**src/rtl/assert_macros.svh**
```systemverilog
// assertion macros shared by the rtl files
// no dependencies
`ifndef ASSERT_MACROS_SVH
`define ASSERT_MACROS_SVH
// property must hold on every clock edge outside reset
`define TPB_ASSERT(label, clk, rst_n, prop) \
  label: assert property (@(posedge clk) disable iff (!rst_n) (prop)) \
    else $error("assertion failed");
// consequent must hold in the cycle the antecedent holds
`define TPB_ASSERT_IMP(label, clk, rst_n, ante, cons) \
  label: assert property (@(posedge clk) disable iff (!rst_n) (ante) |-> (cons)) \
    else $error("implication failed");
`endif

```
**src/rtl/tpbss_pkg.sv**
```systemverilog
// types and constants for the trend predictor and setting selector
// no dependencies
`timescale 1ns / 1ps
package tpbss_pkg;
  localparam int unsigned KindW = 2;
  localparam logic [1:0] KIND_PERF  = 2'd0;
  localparam logic [1:0] KIND_DIFF  = 2'd1;
  localparam logic [1:0] KIND_QUERY = 2'd2;
  localparam logic [1:0] SRC_DEFAULT  = 2'd0;
  localparam logic [1:0] SRC_BEST     = 2'd1;
  localparam logic [1:0] SRC_FALLBACK = 2'd2;
  localparam logic [47:0] Q16_ONE = 48'd65536;
  localparam logic [47:0] MAX48 = 48'hFFFF_FFFF_FFFF;
  // quotient width of the final division
  localparam int unsigned NumW = 128;

  typedef struct packed {
    logic [1:0]  kind;
    logic [15:0] intensity;
    logic [7:0]  threads;
    logic [31:0] hashrate;
    logic signed [15:0] temperature;
    logic [47:0] difficulty;
  } in_beat_t;

  typedef struct packed {
    logic [15:0] best_intensity;
    logic [7:0]  best_threads;
    logic [47:0] predicted_difficulty;
    logic        efficiency_mode;
    logic [1:0]  choice_source;
  } out_beat_t;

  typedef enum logic [3:0] {
    ST_IDLE, ST_DIFF_RD, ST_DIFF_ACC, ST_PRED_PREP, ST_DIV, ST_PRED_FIN,
    ST_PERF_RD, ST_PERF_ACC, ST_LAST_RD, ST_SEL_FIN, ST_OUT
  } state_e;

  // controller to datapath commands
  typedef struct packed {
    logic write_perf;
    logic write_diff;
    logic capture;
    logic diff_start;
    logic diff_step;
    logic pred_prep;
    logic div_step;
    logic pred_fin;
    logic perf_start;
    logic perf_step;
    logic last_rd;
    logic sel_fin;
  } cmd_t;

  // datapath status to the controller
  typedef struct packed {
    logic diff_done;
    logic div_done;
    logic perf_done;
    logic short_pred;
  } stat_t;
endpackage

```
**src/rtl/tpbss_ctrl.sv**
```systemverilog
// controller state machine for query sequencing
// depends on tpbss_pkg and assert_macros.svh
`timescale 1ns / 1ps
`include "assert_macros.svh"
module tpbss_ctrl (
  input  logic clk_i,
  input  logic rst_ni,
  input  logic in_valid_i,
  input  logic [1:0] in_kind_i,
  output logic in_ready_o,
  output logic out_valid_o,
  input  logic out_ready_i,
  input  tpbss_pkg::stat_t stat_i,
  output tpbss_pkg::cmd_t cmd_o
);
  import tpbss_pkg::*;
  state_e state_q, state_d;

  // state register
  always_ff @(posedge clk_i or negedge rst_ni) begin
    if (!rst_ni) begin
      state_q <= ST_IDLE;
    end else begin
      state_q <= state_d;
    end
  end

  // next state and commands
  always_comb begin
    state_d = state_q;
    cmd_o = '0;
    in_ready_o = 1'b0;
    out_valid_o = 1'b0;
    unique case (state_q)
      ST_IDLE: begin
        in_ready_o = 1'b1;
        if (in_valid_i) begin
          case (in_kind_i)
            KIND_PERF: cmd_o.write_perf = 1'b1;
            KIND_DIFF: cmd_o.write_diff = 1'b1;
            KIND_QUERY: begin
              cmd_o.capture = 1'b1;
              cmd_o.diff_start = 1'b1;
              state_d = ST_DIFF_RD;
            end
            default: ;
          endcase
        end
      end
      ST_DIFF_RD: begin
        if (stat_i.diff_done) state_d = ST_PRED_PREP;
        else state_d = ST_DIFF_ACC;
      end
      ST_DIFF_ACC: begin
        cmd_o.diff_step = 1'b1;
        state_d = ST_DIFF_RD;
      end
      ST_PRED_PREP: begin
        cmd_o.pred_prep = 1'b1;
        state_d = ST_DIV;
      end
      ST_DIV: begin
        if (stat_i.short_pred || stat_i.div_done) begin
          state_d = ST_PRED_FIN;
        end else begin
          cmd_o.div_step = 1'b1;
        end
      end
      ST_PRED_FIN: begin
        cmd_o.pred_fin = 1'b1;
        state_d = ST_PERF_RD;
      end
      ST_PERF_RD: begin
        cmd_o.perf_start = 1'b0;
        if (stat_i.perf_done) state_d = ST_LAST_RD;
        else state_d = ST_PERF_ACC;
      end
      ST_PERF_ACC: begin
        cmd_o.perf_step = 1'b1;
        state_d = ST_PERF_RD;
      end
      ST_LAST_RD: begin
        cmd_o.last_rd = 1'b1;
        state_d = ST_SEL_FIN;
      end
      ST_SEL_FIN: begin
        cmd_o.sel_fin = 1'b1;
        state_d = ST_OUT;
      end
      ST_OUT: begin
        out_valid_o = 1'b1;
        if (out_ready_i) state_d = ST_IDLE;
      end
      default: state_d = ST_IDLE;
    endcase
    if (state_q == ST_PRED_FIN) cmd_o.perf_start = 1'b1;
  end

  `TPB_ASSERT_IMP(a_ready_only_idle, clk_i, rst_ni, in_ready_o, state_q == ST_IDLE)
  `TPB_ASSERT(a_out_holds, clk_i, rst_ni, (out_valid_o && !out_ready_i) |=> out_valid_o)
  `TPB_ASSERT(a_no_overlap, clk_i, rst_ni, !(in_ready_o && out_valid_o))
endmodule

```
**config.mk**
```make
export PLATFORM = sky130hd
export DESIGN_NAME = tpbss_ctrl
export DESIGN_NICKNAME = d
export VERILOG_FILES = /design/src/rtl/tpbss_pkg.sv /design/src/rtl/tpbss_ctrl.sv
export VERILOG_INCLUDE_DIRS = /design/src /design/src/rtl
export SDC_FILE = /design/constraint.sdc
export NUM_CORES = 1
export LEC_CHECK = 0
export BUFFER_PORTS_ARGS = -buffer_cell sky130_fd_sc_hd__buf_4
export CAP_MARGIN = 30
export CORE_AREA = 2 2 39 41
export DETAILED_ROUTE_END_ITERATION = 16
export DIE_AREA = 0 0 41 43
export PLACE_DENSITY = 0.57
export REMOVE_ABC_BUFFERS = 1
export SLEW_MARGIN = 25
export SYNTH_ARGS = -nofsm -noshare
export SYNTH_HDL_FRONTEND = slang
export SYNTH_SLANG_ARGS = --single-unit
```
**constraint.sdc**
```tcl
create_clock -name clk_i -period 1.3 [get_ports clk_i]
set_input_delay 0.065 -clock clk_i [delete_from_list [all_inputs] [get_ports clk_i]]
set_output_delay 0.065 -clock clk_i [all_outputs]
set_load 0.02 [all_outputs]
```
==> results.cfg, run 1 <==
[grt]
grt_max_degree = 9
grt_overflow = 0
antenna_found_initial = 0
gr-usage-all-layers = 0.1707
grt_pass1_wl_um = 2104
grt_pass1_vias = 511

[die]
die_x_um = 41
fp-row-count = 14
coreArea_um2 = 1384
start_util = 0.2685
ioPinCount = 24
die_h_um = 43
fp.dieArea_um2 = 1763

[final_layout]
stdcell_count = 98
final_core_util = 0.6130
largest_reg_flops = 4
n_fill_cell = 125
seq_area_um2 = 100.1
area_growth_pct = 128.3
largestRegisters = state_q: 4 flops
nNetsFinal = 94
regMostFlops = state_q
num_antenna_cells = 0
multiInputGateArea_um2 = 321.6
drive_gt1_frac = 0.7683

[drt]
postRouteAntennaNets = 0
drtPass1Iterations = 2
drt-vias-per-instance = 5.143
drtIter0Drc = 2
drc = 0
dr_total_vias = 504
wire_per_inst_um = 13.62
postRouteWirelength_um = 1335

[placement]
gp_congestion = 0.7161
dp_cells = 86
hpwlAfterDp_um = 885.7
io_buffers = 23

[timing]
fmax_mhz = 591.2
fin_ws_ps = -391.4
fin_skew_ps = 4.428
worstMarginPinSlew_ps = 307.6
drv_slew = 0
min_period_over_period = 1.301
rsz0062_at_grt = yes
hold_violations = 0
slew_headroom = 0.7943
setup_viol = 17
hold_ws_ps = 143.3
period_needed_ps = 1691

[clock_tree]
clock_sinks = 4
insertion_delay_ps = 240
path_clk_slew_ps = 40
clockBufferDepth = 2
cts_tree = yes
htreeDepth = 1
cts_root_buf = clkbuf_4
tritoncts.num_buffers = 3

[critical_path]
crit_arrival_ps = 1630
start_kind = flip-flop
crit_type = flip-flop to output pin
endpoint_kind = output pin
required_ps = 1240
path_max_fanout = 3

[yosys]
yosysTopAreaCell = dfrtp_1
seq_area_frac_synth = 0.2694
synth_cells = 43
yosysUniqueCellTypes = 26
syn-mean-instance-area_um2 = 8.642
ys_seq_elements = 4
synth_top_area_frac = 0.2694
syn_area_um2 = 371.6
synth.area.top_cells = dfrtp_1, buf_6, nor2_1
yosys_warnings = 0

[outcome]
violations = setup timing
outcome = finished with violations

[job]
maxCapViolations = 0

[power_and_ir_drop]
irDropWorstVdd_mv = 1.040
power_density_nw_per_um2 = 2316
leakagePower_nw = 0.4064

[worst_hold_path]
hp-class = input pin to flip-flop
[layer usage]
metal | up-vias | track usage | routed length (um)
li1 | 237 | - | -
met1 | 244 | 0.2058 | 531
met2 | 21 | 0.2688 | 714
met3 | 2 | 0.03141 | 74
met4 | 0 | 0.09333 | 14
met5 | - | 0 | 0
[critical path, stage by stage (launching register included)]
cell and delay, ps:
dfrtp_1 390, or4_4 590, nor4b_4 230, buf_4 180
[repair_timing]
action                                 CTS  global route
setup buffers                            4             5
pin swaps                                5             6
hold buffers                             1             0
gates resized for setup                 22            19
setup endpoints to repair               16            17
endpoints found under the hold margin    4             0
[where the power goes]
part           total, mW  internal, mW  switching [mW]
Sequential         0.245         0.187          0.0584
Combinational       1.55         0.815           0.737
Clock              0.167         0.104          0.0631
[logic make-up (layout without fill, tap and decap cells)]
kind of cell	Yosys count	count (layout)	share of synthesized area
AO/OA/AOI/OAI	11	11	0.2222
buffers and inverters	6	45	0.1245
AND/OR/NAND/NOR	22	22	0.3838
flip-flops	4	4	0.2694
[area by class of cell]
cell class                      count  area share
Clock buffer                        3     0.02655
Inverter                            1    0.007375
Multi-Input combinational cell     33      0.3791
Sequential cell                     4      0.1180
Tap cell                           16     0.02360
Timing Repair Buffer               41      0.4454
[cell usage after synthesis]
library cell,number
nor2_1,5
dfrtp_1,4
a21oi_1,3
nand2_1,3
nor3_1,3
buf_4,2
buf_6,2
nand2b_1,2
o32ai_1,2
a211oi_2,1
a22o_2,1
and2_1,1
and3b_1,1
and4b_1,1
buf_2,1
inv_2,1
nand2b_2,1
nor4b_2,1
o21ai_0,1
o21bai_1,1
o22a_1,1
o22ai_1,1
or2b_1,1
or4_1,1
or4_4,1
or4b_1,1
[placed cells by master (no fill, tap or decap), types with 3 or more instances in the layout]
cell,instances
nand2b_4,3
clkbuf_4,3
buf_6,16
buf_4,23
dfrtp_1,4
[final timing paths]
| kind | slack [ps] | endpoint | cells past startpoint | startpoint |
|---|---|---|---|---|
| min | 140 | state_q[2]$_DFFE_PN0P_ | 4 | stat_i[1] |
| min in group asynchronous | 160 | state_q[3]$_DFFE_PN0P_ | 2 | rst_ni |
| max in group asynchronous | 1030 | state_q[1]$_DFFE_PN0P_ | 2 | rst_ni |
| min reg2reg | 670 | state_q[0]$_DFFE_PN0P_ | 2 | state_q[3]$_DFFE_PN0P_ |
| max | -390 | cmd_o[11] | 3 | state_q[2]$_DFFE_PN0P_ |
| max reg2reg | -190 | state_q[0]$_DFFE_PN0P_ | 4 | state_q[1]$_DFFE_PN0P_ |
[per-stage QoR]
step | instance area, um^2 | power, mW | TNS [ps] | worst slack [ps]
4_1_cts | 743.2 | 1.684 | -2891 | -400.2
3_5_place_dp | 589.3 | 1.229 | -496.8 | -146.2
2_1_floorplan | 329.1 | 0.7658 | -1497 | -296.3
5_1_grt | 848.3 | 2.081 | -4680 | -461.0
3_3_place_gp | 589.3 | 1.215 | -376.4 | -98.77
6_report | 848.3 | 1.964 | -3828 | -391.4
(Power assumes the default switching activity.)
==> inputs of run 2 (changes only) <==
--- a/config.mk
+++ b/config.mk
@@ -13,6 +13,7 @@
 export DIE_AREA = 0 0 41 43
 export PLACE_DENSITY = 0.57
 export REMOVE_ABC_BUFFERS = 1
+export SKIP_CTS_REPAIR_TIMING = 1
 export SLEW_MARGIN = 25
 export SYNTH_ARGS = -nofsm -noshare
 export SYNTH_HDL_FRONTEND = slang
==> run 2 against run 1 <==
The run still ends with setup timing left. Sequential power about the same. Flip-flop and latch count unchanged. Via count fell by 4.2%. Setup slack got worse by 11 ps. Wire length fell by 2.2%. Non-clock buffer count shrank 2. Largest cell class unchanged. Highest routed layer is now met3.
==> results.cfg, run 2 (synthesis gave the netlist of run 1 again) <==
[final_layout]
largest_reg_flops = 4
drive_gt1_frac = 0.7375
final_cell_mix = buf_4, buf_6, dfrtp_1
nNetsFinal = 92
mostFrequentLayoutCell = buf_4
area_growth_pct = 114.1
largestRegisters = state_q: 4 flops
stdcell_area_um2 = 795.8
regMostFlops = state_q
num_antenna_cells = 0

[grt]
gr-usage-all-layers = 0.1516
antenna_found_initial = 0
grt_pass1_vias = 451
grt_overflow = 0
grt_pass1_wl_um = 1869
grt_max_degree = 10

[placement]
hpwlAfterDp_um = 885.7
gp_congestion = 0.7161
io_buffers = 23
placed_area_um2 = 589.3

[power_and_ir_drop]
switching_share = 0.4439
leakagePower_nw = 0.3769
pwr-share-seq = 0.136
p_int_mw = 0.9987
clkPwrFrac = 0.095
combPwrFrac = 0.769
power_mw = 1.796
power_density_nw_per_um2 = 2257
irDropWorstVdd_mv = 0.9176
switchingPower_mw = 0.7973

[critical_path]
critical_path.max_stage_delay_ps = 570
worst_path_max_delay_cell = or4_4
crit_chain = or4_4 -> nor4b_2 -> buf_4
crit_type = flip-flop to output pin
crit_family = simple AND/OR/NAND/NOR gates
reg2reg_to = state_q[0]$_DFFE_PN0P_
crit_arrival_ps = 1640
regToRegSetupSlack_ps = -190
path_max_fanout = 3
start_kind = flip-flop
ff2ff_path_depth = 8
required_ps = 1240
critPathBufInv = 1
r2r_start = state_q[2]$_DFFE_PN0P_
endpoint_kind = output pin

[timing]
rsz0062_at_grt = yes
fmax_mhz = 587.3
fin_ws_ps = -402.6
setup_viol = 16
slew_headroom = 0.7948
worstMarginPinSlew_ps = 306.9
min_period_over_period = 1.310
fin_skew_ps = 3.153
period_needed_ps = 1703
hold_violations = 0
drv_slew = 0

[die]
coreArea_um2 = 1384
die_x_um = 41
ioPinCount = 24
fp-row-count = 14
die_h_um = 43
fp.dieArea_um2 = 1763
start_util = 0.2685

[drt]
wire_per_inst_um = 13.59
drc = 0
postRouteAntennaNets = 0
postRouteWirelength_um = 1305
drt-vias-per-instance = 5.031
drtIter0Drc = 13
drtPass1Iterations = 4
dr_total_vias = 483

[clock_tree]
htreeDepth = 1
path_clk_slew_ps = 40
tritoncts.num_buffers = 3
cts_root_buf = clkbuf_4
cts_tree = yes
clock_sinks = 4
insertion_delay_ps = 250
clockBufferDepth = 2

[outcome]
violations = setup timing
outcome = finished with violations

[worst_hold_path]
hp-class = input pin to asynchronous set/reset pin

[job]
maxCapViolations = 0
[run 2: cell types whose count changed in the layout (fill, tap and decap cells not counted), moves of 2 or more]
cell,previous run,this run
a21oi_1,1,3
buf_6,16,13
nor2_4,1,3
a21oi_2,2,0
buf_4,23,25
nand2_1,0,2
nand2_4,2,0
[run 2: worst max path at each step]
stage,startpoint,end,slack [ps],cells past startpoint
3_5_place_dp,state_q[1]$_DFFE_PN0P_,cmd_o[11],-150,3
2_1_floorplan,state_q[1]$_DFFE_PN0P_,cmd_o[8],-300,3
4_1_cts,state_q[1]$_DFFE_PN0P_,cmd_o[11],-430,3
6_report,state_q[2]$_DFFE_PN0P_,cmd_o[11],-400,3
3_3_place_gp,state_q[1]$_DFFE_PN0P_,cmd_o[11],-100,3
5_1_grt,state_q[0]$_DFFE_PN0P_,cmd_o[10],-440,4
[run 2: worst register-to-register path, stage by stage (launching register included)]
cell,delay [ps]
dfrtp_1,390
buf_4,140
buf_6,120
buf_4,130
nand2b_4,130
nor2_4,50
buf_4,120
buf_4,120
a211oi_2,190
[run 2: metal layers]
layer	vias to the layer above	GRT usage	routed length, um
met2	21	0.2250	662
met4	0	0.06000	0
met3	0	0.03141	78
met1	227	0.2058	565
met5	-	0	0
li1	235	-	-
[run 2: power by group through the flow]
stage          combinational (mW)  sequential (mW)  clock [mW]
6_report                     1.38            0.244       0.171
3_5_place_dp                0.989            0.239           0
3_3_place_gp                0.974            0.241           0
2_1_floorplan               0.473            0.293           0
4_1_cts                     0.989            0.243       0.171
5_1_grt                      1.48            0.250       0.174
[run 2: layout make-up]
| class | count | area, um^2 |
|---|---|---|
| inverter | 1 | 3.754 |
| fill | 128 | 588.1 |
| multi-input combinational | 33 | 305.3 |
| tap | 16 | 20.02 |
| clock buffer | 3 | 22.52 |
| timing repair buffer | 39 | 344.1 |
| sequential | 4 | 100.1 |
[run 2: metrics by stage]
| stage | setup slack (ps) | TNS [ps] | util | hold slack (ps) | std cells |
|---|---|---|---|---|---|
| final | -402.6 | -3393 | 0.5750 | 150.4 | 96 |
| after global routing | -443.7 | -4180 | 0.5750 | 181.1 | 96 |
| after CTS | -425.5 | -3334 | 0.4421 | -392.8 | 89 |
| after detailed placement | -146.2 | -496.8 | 0.4259 | -135.1 | 86 |
| after global placement | -98.77 | -376.4 | 0.4259 | -133.6 | 86 |
| after floorplan | -296.3 | -1497 | - | -230.6 | 38 |
==> inputs of run 3 (changes only) <==
--- a/config.mk
+++ b/config.mk
@@ -6,12 +6,13 @@
 export SDC_FILE = /design/constraint.sdc
 export NUM_CORES = 1
 export LEC_CHECK = 0
+export ABC_AREA = 1
 export BUFFER_PORTS_ARGS = -buffer_cell sky130_fd_sc_hd__buf_4
 export CAP_MARGIN = 30
 export CORE_AREA = 2 2 39 41
 export DETAILED_ROUTE_END_ITERATION = 16
 export DIE_AREA = 0 0 41 43
-export PLACE_DENSITY = 0.57
+export PLACE_DENSITY = 0.56
 export REMOVE_ABC_BUFFERS = 1
 export SKIP_CTS_REPAIR_TIMING = 1
 export SLEW_MARGIN = 25
==> run 3 against run 2 <==
The run still ends with setup timing left. Register-to-register slack better by 350 ps. Flip-flop and latch count is the same. Setup slack improved by 270 ps. Sequential power grew 10%. Hold slack worse by 30 ps. Combinational power shrank 33%. Critical endpoint unchanged. Largest cell class is now multi-input gates.
==> results.cfg, run 3 <==
[drt]
drtPass1Iterations = 4
drtIter0Drc = 4
dr_total_vias = 453
wire_per_inst_um = 10.62
drc = 0
postRouteAntennaNets = 0
drt-vias-per-instance = 4.398
postRouteWirelength_um = 1094

[die]
die_h_um = 43
ioPinCount = 24
fp.dieArea_um2 = 1763
coreArea_um2 = 1384
die_x_um = 41
fp-row-count = 14
start_util = 0.2640

[final_layout]
nNetsFinal = 99
final_cell_mix = buf_4, nor2_1, inv_2
num_antenna_cells = 0
n_fill_cell = 165
largest_reg_flops = 4
largestRegisters = state_q: 4 flops
area_growth_pct = 73.29
mostFrequentLayoutCell = buf_4
regMostFlops = state_q
seq_area_um2 = 102.6
multiInputGateArea_um2 = 221.5
drive_gt1_frac = 0.5287
stdcell_count = 103

[timing]
hold_violations = 0
fin_ws_ps = -131.8
worstMarginPinSlew_ps = 251.0
rsz0062_at_grt = yes
fin_skew_ps = 2.353
period_needed_ps = 1432
setup_viol = 6
drv_slew = 0
min_period_over_period = 1.101
fmax_mhz = 698.4
slew_headroom = 0.8314
hold_ws_ps = 120.0

[yosys]
syn_area_um2 = 365.4
synth_top_area_frac = 0.2740
ys_seq_elements = 4
yosys_warnings = 0
yosys-top-cells-count = nor2_1, inv_1, inv_2, nand2_1, nand3_1
postSynth.topFlopCell = dfrtp_1
seq_area_frac_synth = 0.2740
synth.area.top_cells = dfrtp_1, nor2_1, nand3_1
synth.most_common_cell = nor2_1
syn-mean-instance-area_um2 = 6.089
yosysUniqueCellTypes = 15
yosysTopAreaCell = dfrtp_1
async_flop_share = 1.000
synth-edff-count = 0
synth_cells = 60

[power_and_ir_drop]
power_density_nw_per_um2 = 2119
leakagePower_nw = 0.3457
power_mw = 1.341
combPwrFrac = 0.686
irDropWorstVdd_mv = 0.8536
clkPwrFrac = 0.113
p_int_mw = 0.6690
pwr-share-seq = 0.200
switchingPower_mw = 0.6723
switching_share = 0.5012

[placement]
gp_congestion = 0.7539
dp_cells = 97
io_buffers = 23
hpwlAfterDp_um = 788.3

[clock_tree]
cts_root_buf = clkbuf_4
insertion_delay_ps = 230
path_clk_slew_ps = 30
cts_tree = yes
htreeDepth = 1
clock_sinks = 4
tritoncts.num_buffers = 3
clockBufferDepth = 2

[grt]
grt_pass1_wl_um = 1490
grt_pass1_vias = 405
grt_max_degree = 6
gr-usage-all-layers = 0.1292
antenna_found_initial = 0
grt_overflow = 0

[critical_path]
endpoint_kind = output pin
crit_start = state_q[1]$_DFFE_PN0P_
crit_chain = nor2_4 -> inv_2 -> nor2_4 -> inv_2 -> nor4_2 -> buf_4
required_ps = 1240
crit_arrival_ps = 1370
worst_path_max_delay_cell = dfrtp_1
r2r_start = state_q[2]$_DFFE_PN0P_
ff2ff_path_depth = 8
path_max_fanout = 3
crit_type = flip-flop to output pin
critical_path.max_stage_delay_ps = 420
start_kind = flip-flop

[outcome]
outcome = finished with violations
violations = setup timing

[worst_hold_path]
hold_start = stat_i[1]
hp-class = input pin to flip-flop
hold_depth = 3

[job]
maxCapViolations = 0
==> run 3: changes by cell type after synthesis, moves of 3 or more <==
cell	previous run	this run
inv_2	1	7
nand2_1	3	7
nor2_2	0	3
inv_1	0	8
nand3_1	0	7
nor2_1	5	13
==> run 3: layout make-up <==
cell class                 instances  share of cell area
clock buffer                       3             0.03557
multi-input combinational         39              0.3498
tap                               16             0.03162
inverter                          15             0.08893
timing repair buffer              26              0.3320
sequential                         4              0.1621
==> run 3: worst max-delay path, delay by kind of cell (launching register included) <==
family                 cells  cell delay, ps
AND/OR/NAND/NOR            3             400
buffers and inverters      3             320
flip-flops                 1             420
==> run 3: metal layers <==
| metal | vias to the layer above | track usage | share of wire |
|---|---|---|---|
| li1 | 236 | - | - |
| met1 | 200 | 0.1471 | 0.36 |
| met2 | 17 | 0.1938 | 0.57 |
| met3 | 0 | 0.03141 | 0.076 |
| met4 | 0 | 0.1000 | 0 |
| met5 | - | 0 | 0 |
==> run 3: path summary, 6_finish.rpt <==
| kind | end | slack (ps) |
|---|---|---|
| max reg2reg | state_q[0]$_DFFE_PN0P_ | 160 |
| max | cmd_o[11] | -130 |
| min reg2reg | state_q[1]$_DFFE_PN0P_ | 540 |
| min | state_q[3]$_DFFE_PN0P_ | 120 |
| min in group asynchronous | state_q[0]$_DFFE_PN0P_ | 170 |
| max in group asynchronous | state_q[3]$_DFFE_PN0P_ | 1020 |
==> run 3: power groups by stage <==
stage                     registers [mW]  logic [mW]  clock network, mW
after floorplan                    0.238       0.560                  0
after global placement             0.246       0.806                  0
after detailed placement           0.247       0.800                  0
after CTS                          0.245       0.801              0.163
after global routing               0.279        1.02              0.173
final                              0.269       0.921              0.152
==> run 3: logic make-up (layout without fill, tap and decap cells) <==
family	after synthesis	in the layout	synth area share
AOI/OAI and AO/OA	2	2	0.03424
and+or+nand+nor	37	37	0.4966
buffers and inverters	17	44	0.1952
DFF	4	4	0.2740
==> run 3: metrics by stage <==
step	setup slack, ps	instance area, um^2	TNS, ps	utilization
after floorplan	-237.5	350.3	-1159	-
after global placement	68.54	543.0	0	0.3924
after detailed placement	34.20	543.0	0	0.3924
after CTS	-223.1	565.5	-800.1	0.4087
after global routing	-231.8	633.1	-1657	0.4575
final	-131.8	633.1	-486.6	0.4575
